### src/sv/fgbb_pkg.sv
// Shared types, constants and helpers for the foreground bounding box block.
// No dependencies.
`timescale 1ns / 1ps

package fgbb_pkg;

   localparam int MAX_CELL = 1024;
   localparam int CELL_CAP_INT = (MAX_CELL < 1024) ? MAX_CELL : 1024;

   localparam int COORD_W = 10;
   localparam int SIZE_W  = 11;
   localparam int CHAN_W  = 8;
   localparam int CSR_W   = 11;
   localparam int CSR_IDX_W = 3;

   localparam logic [SIZE_W-1:0] CELL_CAP = SIZE_W'(CELL_CAP_INT);

   localparam logic [SIZE_W-1:0]  CELL_WIDTH_RST        = 11'd256;
   localparam logic [SIZE_W-1:0]  CELL_HEIGHT_RST       = 11'd256;
   localparam logic [CHAN_W-1:0]  BACKGROUND_LEVEL_RST  = 8'd240;
   localparam logic [CHAN_W-1:0]  BACKGROUND_SPREAD_RST = 8'd12;
   localparam logic [CHAN_W-1:0]  BOX_PADDING_RST       = 8'd4;

   localparam logic [COORD_W-1:0] LEAST_RST    = '1;
   localparam logic [COORD_W-1:0] GREATEST_RST = '0;

   typedef enum logic [CSR_IDX_W-1:0] {
      CSR_CELL_WIDTH        = 3'd0,
      CSR_CELL_HEIGHT       = 3'd1,
      CSR_BACKGROUND_LEVEL  = 3'd2,
      CSR_BACKGROUND_SPREAD = 3'd3,
      CSR_BOX_PADDING       = 3'd4
   } csr_index_type;

   // zero acts as one, anything above the cap acts as the cap
   function automatic logic [SIZE_W-1:0] eff_size(input logic [SIZE_W-1:0] v);
      logic [SIZE_W-1:0] r;
      r = v;
      if (v == '0) begin
         r = SIZE_W'(1);
      end else if (v > CELL_CAP) begin
         r = CELL_CAP;
      end
      return r;
   endfunction

endpackage

### src/sv/fgbb_span.sv
// Clamps one axis' tracked extremes to the cell and grows them by the padding.
// Depends on fgbb_pkg.
`timescale 1ns / 1ps

module fgbb_span (
   input  logic [fgbb_pkg::COORD_W-1:0] lo,
   input  logic [fgbb_pkg::COORD_W-1:0] hi,
   input  logic [fgbb_pkg::SIZE_W-1:0]  size,
   input  logic [fgbb_pkg::CHAN_W-1:0]  pad,
   output logic [fgbb_pkg::COORD_W-1:0] start,
   output logic [fgbb_pkg::COORD_W-1:0] stop
);
   import fgbb_pkg::*;

   logic [COORD_W-1:0] last;
   logic [COORD_W-1:0] lo_c;
   logic [COORD_W-1:0] hi_c;
   logic [COORD_W-1:0] pad_c;
   logic [SIZE_W-1:0]  grown;

   always_comb begin
      last  = COORD_W'(size - SIZE_W'(1));
      lo_c  = (lo > last) ? last : lo;
      hi_c  = (hi > last) ? last : hi;
      pad_c = COORD_W'(pad);
      start = (lo_c > pad_c) ? (lo_c - pad_c) : '0;
      grown = SIZE_W'(hi_c) + SIZE_W'(pad);
      stop  = (grown > SIZE_W'(last)) ? last : grown[COORD_W-1:0];
   end

endmodule

### src/sv/foreground_bounding_box.sv
// Foreground bounding box: one pixel per clock unless stalled, one box per cell out.
// Depends on fgbb_pkg and fgbb_span.
// Pixels of a cell stream in on req_ (tlast on the cell's last pixel). Each pixel
// is classed as background when its brightest channel reaches background_level and
// its channel spread is within background_spread; the extremes of all other pixels
// are tracked. The last pixel yields one box on rsp_, padded and clamped to the cell,
// or the whole cell with tuser set when nothing was found. One pixel is taken per
// clock unless stalled; a box passes the input register, tracker, clamp and pad,
// and length stages. Stalls on rsp_ only hold back pixels once the box stages fill.
// Write the csr_ port only while no transfer is in flight.
`timescale 1ns / 1ps

module foreground_bounding_box (
   input  logic        clock,
   input  logic        reset,
   input  logic        req_tvalid,
   output logic        req_tready,
   // pixel_x[9:0], pixel_y[19:10], red[27:20], green[35:28], blue[43:36], zero fill
   input  logic [47:0] req_tdata,
   // cell_end
   input  logic        req_tlast,
   output logic        rsp_tvalid,
   input  logic        rsp_tready,
   // box_left[9:0], box_top[19:10], box_width[30:20], box_height[41:31], zero fill
   output logic [47:0] rsp_tdata,
   // cell_empty
   output logic        rsp_tuser,
   input  logic        csr_write_en,
   input  logic [fgbb_pkg::CSR_IDX_W-1:0] csr_index,
   input  logic [fgbb_pkg::CSR_W-1:0]     csr_wdata
);
   import fgbb_pkg::*;

   // configuration
   logic [SIZE_W-1:0] cell_width_ff, cell_height_ff;
   logic [CHAN_W-1:0] bg_level_ff, bg_spread_ff, padding_ff;

   always_ff @(posedge clock) begin
      if (reset) begin
         cell_width_ff  <= CELL_WIDTH_RST;
         cell_height_ff <= CELL_HEIGHT_RST;
         bg_level_ff    <= BACKGROUND_LEVEL_RST;
         bg_spread_ff   <= BACKGROUND_SPREAD_RST;
         padding_ff     <= BOX_PADDING_RST;
      end else if (csr_write_en) begin
         case (csr_index_type'(csr_index))
            CSR_CELL_WIDTH:        cell_width_ff  <= csr_wdata;
            CSR_CELL_HEIGHT:       cell_height_ff <= csr_wdata;
            CSR_BACKGROUND_LEVEL:  bg_level_ff    <= csr_wdata[CHAN_W-1:0];
            CSR_BACKGROUND_SPREAD: bg_spread_ff   <= csr_wdata[CHAN_W-1:0];
            CSR_BOX_PADDING:       padding_ff     <= csr_wdata[CHAN_W-1:0];
            default: ;
         endcase
      end
   end

   logic [SIZE_W-1:0] eff_w, eff_h;
   assign eff_w = eff_size(cell_width_ff);
   assign eff_h = eff_size(cell_height_ff);

   // stage handshakes
   logic v1_ff, v2_ff, v3_ff, v4_ff;
   logic last1_ff;
   logic rdy4, rdy3, rdy2, go1;

   assign rdy4 = !v4_ff || rsp_tready;
   assign rdy3 = !v3_ff || rdy4;
   assign rdy2 = !v2_ff || rdy3;
   assign go1  = v1_ff && (!last1_ff || rdy2);
   assign req_tready = !v1_ff || go1;

   // stage 1: input register
   logic [COORD_W-1:0] px_ff, py_ff;
   logic [CHAN_W-1:0]  red_ff, green_ff, blue_ff;

   always_ff @(posedge clock) begin
      if (reset) begin
         v1_ff <= 1'b0;
      end else if (req_tready) begin
         v1_ff <= req_tvalid;
      end
   end

   always_ff @(posedge clock) begin
      if (req_tready && req_tvalid) begin
         px_ff    <= req_tdata[9:0];
         py_ff    <= req_tdata[19:10];
         red_ff   <= req_tdata[27:20];
         green_ff <= req_tdata[35:28];
         blue_ff  <= req_tdata[43:36];
         last1_ff <= req_tlast;
      end
   end

   // classify and track
   logic [CHAN_W-1:0] ch_max, ch_min, spread;
   logic              foreground;
   logic [COORD_W-1:0] lcol_ff, gcol_ff, lrow_ff, grow_ff;
   logic [COORD_W-1:0] lcol_in, gcol_in, lrow_in, grow_in;
   logic              seen_ff, seen_in;

   always_comb begin
      ch_max = red_ff;
      ch_min = red_ff;
      if (green_ff > ch_max) ch_max = green_ff;
      if (blue_ff > ch_max)  ch_max = blue_ff;
      if (green_ff < ch_min) ch_min = green_ff;
      if (blue_ff < ch_min)  ch_min = blue_ff;
      spread = ch_max - ch_min;
      foreground = !((ch_max >= bg_level_ff) && (spread <= bg_spread_ff));
      lcol_in = lcol_ff;
      gcol_in = gcol_ff;
      lrow_in = lrow_ff;
      grow_in = grow_ff;
      seen_in = seen_ff;
      if (foreground) begin
         if (px_ff < lcol_ff) lcol_in = px_ff;
         if (px_ff > gcol_ff) gcol_in = px_ff;
         if (py_ff < lrow_ff) lrow_in = py_ff;
         if (py_ff > grow_ff) grow_in = py_ff;
         seen_in = 1'b1;
      end
   end

   always_ff @(posedge clock) begin
      if (reset) begin
         lcol_ff <= LEAST_RST;
         gcol_ff <= GREATEST_RST;
         lrow_ff <= LEAST_RST;
         grow_ff <= GREATEST_RST;
         seen_ff <= 1'b0;
      end else if (go1) begin
         if (last1_ff) begin
            lcol_ff <= LEAST_RST;
            gcol_ff <= GREATEST_RST;
            lrow_ff <= LEAST_RST;
            grow_ff <= GREATEST_RST;
            seen_ff <= 1'b0;
         end else begin
            lcol_ff <= lcol_in;
            gcol_ff <= gcol_in;
            lrow_ff <= lrow_in;
            grow_ff <= grow_in;
            seen_ff <= seen_in;
         end
      end
   end

   // stage 2: final extremes of a cell
   logic [COORD_W-1:0] lx2_ff, hx2_ff, ly2_ff, hy2_ff;
   logic               seen2_ff;
   logic               load2;

   assign load2 = go1 && last1_ff;

   always_ff @(posedge clock) begin
      if (reset) begin
         v2_ff <= 1'b0;
      end else if (rdy2) begin
         v2_ff <= load2;
      end
   end

   always_ff @(posedge clock) begin
      if (load2 && rdy2) begin
         lx2_ff   <= lcol_in;
         hx2_ff   <= gcol_in;
         ly2_ff   <= lrow_in;
         hy2_ff   <= grow_in;
         seen2_ff <= seen_in;
      end
   end

   // stage 3: clamp and pad
   logic [COORD_W-1:0] sx, ex, sy, ey;
   logic [COORD_W-1:0] sx3_ff, ex3_ff, sy3_ff, ey3_ff;
   logic               empty3_ff;

   fgbb_span u_span_x (
      .lo(lx2_ff), .hi(hx2_ff), .size(eff_w), .pad(padding_ff), .start(sx), .stop(ex)
   );

   fgbb_span u_span_y (
      .lo(ly2_ff), .hi(hy2_ff), .size(eff_h), .pad(padding_ff), .start(sy), .stop(ey)
   );

   always_ff @(posedge clock) begin
      if (reset) begin
         v3_ff <= 1'b0;
      end else if (rdy3) begin
         v3_ff <= v2_ff;
      end
   end

   always_ff @(posedge clock) begin
      if (v2_ff && rdy3) begin
         sx3_ff    <= sx;
         ex3_ff    <= ex;
         sy3_ff    <= sy;
         ey3_ff    <= ey;
         empty3_ff <= !seen2_ff;
      end
   end

   // stage 4: lengths, result register
   logic [COORD_W-1:0] left4_ff, top4_ff;
   logic [SIZE_W-1:0]  width4_ff, height4_ff;
   logic               empty4_ff;
   logic [SIZE_W-1:0]  width_in, height_in;

   assign width_in  = SIZE_W'(ex3_ff) - SIZE_W'(sx3_ff) + SIZE_W'(1);
   assign height_in = SIZE_W'(ey3_ff) - SIZE_W'(sy3_ff) + SIZE_W'(1);

   always_ff @(posedge clock) begin
      if (reset) begin
         v4_ff <= 1'b0;
      end else if (rdy4) begin
         v4_ff <= v3_ff;
      end
   end

   always_ff @(posedge clock) begin
      if (v3_ff && rdy4) begin
         empty4_ff <= empty3_ff;
         if (empty3_ff) begin
            left4_ff   <= '0;
            top4_ff    <= '0;
            width4_ff  <= eff_w;
            height4_ff <= eff_h;
         end else begin
            left4_ff   <= sx3_ff;
            top4_ff    <= sy3_ff;
            width4_ff  <= width_in;
            height4_ff <= height_in;
         end
      end
   end

   assign rsp_tvalid = v4_ff;
   assign rsp_tdata  = {6'b0, height4_ff, width4_ff, top4_ff, left4_ff};
   assign rsp_tuser  = empty4_ff;

   a_box_nonzero : assert property (@(posedge clock) disable iff (reset)
      rsp_tvalid |-> (width4_ff != '0) && (height4_ff != '0))
      else $error("box with zero size");

   a_box_in_cell : assert property (@(posedge clock) disable iff (reset)
      rsp_tvalid |-> ((SIZE_W+1)'(left4_ff) + (SIZE_W+1)'(width4_ff) <= (SIZE_W+1)'(eff_w))
                  && ((SIZE_W+1)'(top4_ff) + (SIZE_W+1)'(height4_ff) <= (SIZE_W+1)'(eff_h)))
      else $error("box leaves the cell");

   a_empty_whole : assert property (@(posedge clock) disable iff (reset)
      (rsp_tvalid && rsp_tuser) |-> (left4_ff == '0) && (top4_ff == '0))
      else $error("empty cell box not at origin");

   a_clear_after_last : assert property (@(posedge clock) disable iff (reset)
      load2 |=> !seen_ff && (lcol_ff == LEAST_RST) && (grow_ff == GREATEST_RST))
      else $error("trackers not cleared after cell end");

   a_stall_holds : assert property (@(posedge clock) disable iff (reset)
      !req_tready |-> v1_ff && last1_ff && v2_ff)
      else $error("input stalled without a pending box");

endmodule
### config.mk
export PLATFORM = sky130hd
export DESIGN_NAME = foreground_bounding_box
export DESIGN_NICKNAME = d
export VERILOG_FILES = /design/src/sv/fgbb_pkg.sv /design/src/sv/fgbb_span.sv /design/src/sv/foreground_bounding_box.sv
export SDC_FILE = /design/constraint.sdc
export NUM_CORES = 1
export LEC_CHECK = 0
export ABC_AREA = 1
export BUFFER_PORTS_ARGS = -buffer_cell sky130_fd_sc_hd__buf_4
export CAP_MARGIN = 15
export CORE_UTILIZATION = 24
export CTS_CLUSTER_SIZE = 25
export DETAILED_ROUTE_END_ITERATION = 10
export SYNTH_ARGS = -nofsm -noshare
export SYNTH_HDL_FRONTEND = slang
export SYNTH_SLANG_ARGS = --single-unit
### constraint.sdc
create_clock -name clock -period 10.5 [get_ports clock]
set_clock_uncertainty 0.1 [all_clocks]
set_input_delay 2.1 -clock clock [delete_from_list [all_inputs] [get_ports clock]]
set_output_delay 2.1 -clock clock [all_outputs]
set_load 0.1 [all_outputs]
* After elaboration in Yosys (flattened, before gate mapping) *
Cells that the tools add are included.

storage, ports and cells
  flip-flop bits (word level) = 261
  bits in latches = 0
  RAM bits = 0
  memory bits (read-only) = 0
  word-level logic and storage cells = 126
  memories = 0

operators by class
  add/sub/neg operators = 11
  $mul = 0
  divide/modulo/power cells = 0
  magnitude comparators = 20
  eq/ne operators = 4
  shift operators = 0
  multiplexer cells = 30
  bitwise logic cells = 0
  reduce and logical (&&, ||, !) cells = 26

operators by type and width
  kind                                                                   number
  10-bit 2-to-1 mux                                                      18
  11-bit 2-to-1 mux                                                      6
  10-bit greater-than comparator                                         6
  8-bit 2-to-1 mux                                                       4
  10-bit by 8-bit adder with 11-bit output                               2
  11-bit by 1-bit adder with 11-bit output (second input constant)       2
  11-bit by 10-bit greater-than comparator with 1-bit output             2
  11-bit greater-than comparator (second input constant)                 2
  11-bit logical NOT                                                     2
  10-bit by 10-bit subtractor with 11-bit output                         2
  10-bit by 8-bit greater-than comparator with 1-bit output              2
  10-bit less-than comparator                                            2
  10-bit by 1-bit subtractor with 10-bit output (second input constant)  2
  10-bit by 8-bit subtractor with 10-bit output                          2
  8-bit greater-than comparator                                          2
  8-bit less-than comparator                                             2
  2-bit AND reduction                                                    5
  8-bit greater-or-equal comparator                                      1
  8-bit less-or-equal comparator                                         1
  8-bit subtractor                                                       1
  1-bit logical AND                                                      7
  3-bit by 2-bit == test with 1-bit output (second input constant)       2
  1-bit logical NOT                                                      6
  1-bit logical OR                                                       5
  4 further kinds                                                        5

* Depth between registers and ports, before layout *
  word-level depth = 9
  mapped depth = 46
  gate-level depth less buffers = 43

* Modules after synthesis *
Synthesis repeated with hierarchy kept, for this count alone.

unflattened totals
  cells, all modules = 2150
  area total of the unflattened synthesis = 17444.2 µm²

modules (own cells, without submodules)
  module                   instances  cells each  area an instance (µm²)  seq. area each (µm²)
  foreground_bounding_box  1          1391        13017.5                 6926.6
  fgbb_span at u_span_x    1          381         2238.4                  0.0
  fgbb_span at u_span_y    1          378         2188.3                  0.0

* Worst setup path after synthesis *
Ideal clock, no wire load.

  path type = register to register
  from = reg green_ff[3]
  to = reg lrow_ff[1]
  setup time = 79 ps
  arrival = 5784 ps
  slack = 4537 ps
  stages on the path, launching flop included = 42
  path buffers = 3
  clock period less this slack = 5963 ps
  cells stage by stage = edfxtp_1 ha_1 nand2_1 o21ai_0 nand2_1 o211ai_1 o21ai_1 clkbuf_1 nand2_1 o21ai_0 ha_1 nand2_1 o21ai_0 nand2_1 o211ai_1 nand2_1 inv_1 clkbuf_1 [... 6 more ...] a21o_1 a21oi_1 xnor2_1 xnor2_1 ha_1 nand4_1 inv_1 nand2_1 o211ai_1 o21ai_0 nand2_1 nand2_1 a21oi_1 clkbuf_1 nand2_1 o21ai_0 nand2_1 o211ai_1

between the ends
  word-level cells in the longest chain between the ends = 9
  elaborated cells on any way between the ends = 14
  classes of those cells = add/sub: 1; order compare: 6; mux: 6; reduce/logical: 1

ends and longest elaborated chain
  element                                                                      RTL line                                                        text
  from (decl)                                                                  foreground_bounding_box.sv:74                                   logic [CHAN_W-1:0] red_ff, green_ff, blue_ff;
  from (signal assigned)                                                       foreground_bounding_box.sv:89                                   green_ff <= req_tdata[35:28];
  8-bit greater-than comparator or 8-bit less-than comparator (tied branches)  foreground_bounding_box.sv:105, foreground_bounding_box.sv:107
  8-bit 2-to-1 mux, on equally long branches                                   foreground_bounding_box.sv:105, foreground_bounding_box.sv:107
  8-bit greater-than comparator or 8-bit less-than comparator (tied branches)  foreground_bounding_box.sv:106, foreground_bounding_box.sv:108
  8-bit 2-to-1 mux, on equally long branches                                   foreground_bounding_box.sv:106, foreground_bounding_box.sv:108
  8-bit subtractor                                                             foreground_bounding_box.sv:109                                  spread = ch_max - ch_min;
  8-bit less-or-equal comparator                                               foreground_bounding_box.sv:110                                  foreground = !((ch_max >= bg_level_ff) && (spread <= bg_spread_ff));
  1-bit logical AND (*)                                                        foreground_bounding_box.sv:110
  10-bit 2-to-1 mux (*)                                                        foreground_bounding_box.sv:116                                  if (foreground) begin
  named net lrow_in[1]                                                         foreground_bounding_box.sv:99                                   logic [COORD_W-1:0] lcol_in, gcol_in, lrow_in, grow_in;
  10-bit 2-to-1 mux (*)                                                        foreground_bounding_box.sv:133                                  if (last1_ff) begin
  to (signal assigned)                                                         foreground_bounding_box.sv:142                                  lrow_ff <= lrow_in;
  to (decl)                                                                    foreground_bounding_box.sv:98                                   logic [COORD_W-1:0] lcol_ff, gcol_ff, lrow_ff, grow_ff;

The timed path passes the listed nets; every way through them passes the cells marked *.
A chain may end at the register's enable or synchronous reset.

* Worst setup path after layout *
  from = reg red_ff[7]
  to = reg lcol_ff[6]

between the ends
  word-level cells in the longest chain between the ends = 9
  elaborated cells on any way between the ends = 14
  classes of those cells = add/sub: 1; order compare: 6; mux: 6; reduce/logical: 1

ends and longest elaborated chain
  element                                                                      RTL line                                                        text
  from (decl)                                                                  foreground_bounding_box.sv:74
  from (signal assigned)                                                       foreground_bounding_box.sv:88                                   red_ff <= req_tdata[27:20];
  8-bit greater-than comparator or 8-bit less-than comparator (tied branches)  foreground_bounding_box.sv:105, foreground_bounding_box.sv:107
  8-bit 2-to-1 mux, on equally long branches                                   foreground_bounding_box.sv:105, foreground_bounding_box.sv:107
  8-bit greater-than comparator or 8-bit less-than comparator (tied branches)  foreground_bounding_box.sv:106, foreground_bounding_box.sv:108
  8-bit 2-to-1 mux, on equally long branches                                   foreground_bounding_box.sv:106, foreground_bounding_box.sv:108
  8-bit subtractor                                                             foreground_bounding_box.sv:109
  8-bit less-or-equal comparator                                               foreground_bounding_box.sv:110
  1-bit logical AND (*)                                                        foreground_bounding_box.sv:110
  10-bit 2-to-1 mux (*)                                                        foreground_bounding_box.sv:116
  named net lcol_in[6]                                                         foreground_bounding_box.sv:99
  10-bit 2-to-1 mux (*)                                                        foreground_bounding_box.sv:133
  to (signal assigned)                                                         foreground_bounding_box.sv:140                                  lcol_ff <= lcol_in;
  to (decl)                                                                    foreground_bounding_box.sv:98

Marks and branches as above.

==> run summary <==
Num CTS Buffers - 29
Finish-stage setup viols - 0
sequential share of power - 0.353
area of the mapped netlist - 16700 um^2
1st-iter DRT viols - 800
Async S/R FF share, synth - 0
sw power - 1.19 mW
CTS tree - yes
top cell type's share of synthesized area - 0.306
Top-Level Pins - 119
r2r endpoint - lcol_ff[6]
first-pass GRT wire length - 66100 um
CTS sink cnt - 261
Post-route DRC - 0
max_cap viols - 0
ratio of final minimum period to clock period - 0.765
Post-synth top cells - nand2_1, inv_1, ha_1
hold path depth - 2
Peak VDD IR - 0.000130 V
critical path class - flop to flop
share of cells above drive strength 1 - 0.0974
Slew HR - 0.314
Distinct cells, synth - 47
Inserted Diodes - 0
final HPWL from detailed placement - 32900 um
R2R Path Start - red_ff[7]
final WL - 41600 um
Hold EP - gcol_ff[1]
mean post-synth cell area - 8.31 um^2
crit-path max FO - 20
antenna viol nets, final - 0
origin of the worst min-delay path - gcol_ff[1]
yosys warns - 0
WP data required - 10810 ps
Crit path largest cell delay - 780 ps
Synth area leaders - edfxtp_1, ha_1, dfxtp_1, nand2_1, inv_1
# fillers - 7392
largest area contributor in the netlist - edfxtp_1
Area growth, synth to finish - 17.2%
Total GRT Usage - 0.117
largest net degree at the start of global routing - 46
Synth Instances - 2011
H-tree depth - 1
Final min period - 8040 ps
Post-Place Setup Slack - 2450 ps
clock root cell - clkbuf_16
vias per cell - 4.27
family with the most delay on the worst path - compound AO/OA/AOI/OAI gates
Initial Util - 0.243
Final Max Tran Viols - 0
Synth Flop Type - edfxtp_1
EDFF count, synth - 170
endpoints failing hold - 0
cts hold-fix bufs - 0
num rows - 96
Bufs and invs on worst path - 4
worst hold margin - 363 ps
Worst-path clk slew - 60 ps
core area - 68700 um^2
Arr. time, crit path - 8350 ps
routability cong. - 0.857
FF-to-FF path depth - 35
total grt overflow - 0
first-pass detailed-route iteration total - 6
CTS resizes - 0
crit end category - flop
Layout Nets - 2391
Leakage Power - 8.96 nW
PortBufs - 108
#FFs+latches synth - 261
die width - 266 um
Die Y - 266 um
clock latency on the worst-skew pair - 570 ps
Die Area - 70700 um^2
switching share of power - 0.346
Clock power frac - 0.311
status - complete, no violations
sequential fraction of the synthesis area - 0.415
count leader, synth - nand2_1
fmax - 124 MHz
DR vias - 13.1k
final worst-path setup slack - 2460 ps
Worst Tran Pin Value - 1030 ps
Internal - 2.26 mW
WL/cell - 13.6 um
Combinational Power Share - 0.336
clock tree buffer depth - 3
CP startpoint kind - flop
Worst R2R Setup Slack - 2460 ps
vias in the first global route - 12.2k
RSZ-0062 raised after global routing - no
critical path's slowest cell - nor2_1
final setup TNS - 0 ps
Min-Delay Path Class - flop to flop
initial antenna violation count - 0
postcts setup bufs - 0
Crit path top cell by count - nand2_1
power per cell area - 176 nW/um^2
## layout by cell type, fill, tap and decap left out, types with 7 or more instances in the layout
cell type,synthesis,layout
a21oi_1,156,155
buf_4,8,120
clkbuf_16,0,29
dfxtp_1,91,91
edfxtp_1,170,170
fa_1,7,7
ha_1,204,204
inv_1,308,308
nand2_1,377,377
nand2_2,11,11
nand3_1,53,53
nand3_2,9,9
nand4_1,32,32
nor2_1,199,198
nor3_1,10,10
o211ai_1,35,35
o21ai_0,174,173
o21bai_1,12,12
xnor2_1,12,12
xor2_1,24,24
## stage by stage
| step | util | power [mW] | instance area [um^2] | std cells |
|---|---|---|---|---|
| after global placement | 0.270 | 2.38 | 18500 | 3011 |
| final | 0.285 | 3.45 | 19600 | 3066 |
| after detailed placement | 0.270 | 2.40 | 18500 | 3011 |
| after floorplan | - | 2.13 | 16700 | 2016 |
| after global routing | 0.285 | 3.71 | 19600 | 3066 |
| after CTS | 0.285 | 3.48 | 19600 | 3065 |
## power by group through the flow
stage	combinational [mW]	clock [mW]	sequential, mW
floorplan	0.890	0	1.24
global placement	1.14	0	1.24
detailed placement	1.16	0	1.24
CTS	1.16	1.10	1.22
global route	1.35	1.14	1.22
finish	1.16	1.07	1.22
## cell families (layout without fill, tap and decap cells)
kind of cell	count (synthesis)	count (layout)	share of synthesized area
other	1	6	0.000224
DFF	261	261	0.415
adders and majority gates	211	211	0.161
xor gates and xnor gates	36	36	0.0189
AOI/OAI and AO/OA	425	425	0.142
buffers and inverters	372	491	0.0866
and+or+nand+nor	705	705	0.177
## flip-flops by register name, indices dropped and copies added, names as in the netlist, 10 cells and up
signal and flops:
width4_ff 11, hx2_ff 10, lcol_ff 10, lrow_ff 10, top4_ff 10, hy2_ff 10, grow_ff 10, sx3_ff 10
ly2_ff 10, left4_ff 10, ex3_ff 10, ey3_ff 10, cell_height_ff 11, py_ff 10, gcol_ff 10, sy3_ff 10
lx2_ff 10, px_ff 10, cell_width_ff 11, height4_ff 11
## layer usage
layer	share of wire	vias up	GRT usage	wire length, um
met5	0	-	0	0
met2	0.46	215	0.198	19000
met3	0.040	49	0.0154	1670
li1	-	6951	-	-
met4	0.022	0	0.0314	916
met1	0.48	5884	0.156	20000
## worst max-delay path by stage
stage                     start         end  slack (ps)  cells after the start
global route          red_ff[7]  lcol_ff[6]        1440                     35
floorplan           green_ff[3]  lrow_ff[1]        4540                     41
detailed placement    red_ff[7]  lcol_ff[6]        2450                     35
CTS                   red_ff[7]  lcol_ff[6]        2450                     35
finish                red_ff[7]  lcol_ff[6]        2460                     35
global placement      red_ff[7]  lcol_ff[6]        2600                     35
## final cells by class
type | count | area, um^2 | area share
Sequential cell | 261 | 6930 | 0.354
Inverter | 316 | 1190 | 0.0606
Clock buffer | 37 | 776 | 0.0396
Multi-Input combinational cell | 1383 | 8370 | 0.427
Clock inverter | 17 | 229 | 0.0117
Timing Repair Buffer | 121 | 928 | 0.0474
Tap cell | 931 | 1160 | 0.0595
## tightest hold or removal path: cells and delay by family (launching register included)
kind,cells,cell delay (ps)
flip-flops,1,310
AO/OA/AOI/OAI,1,50
AND/OR/NAND/NOR,1,60
Power figures use the tool's default switching activity.
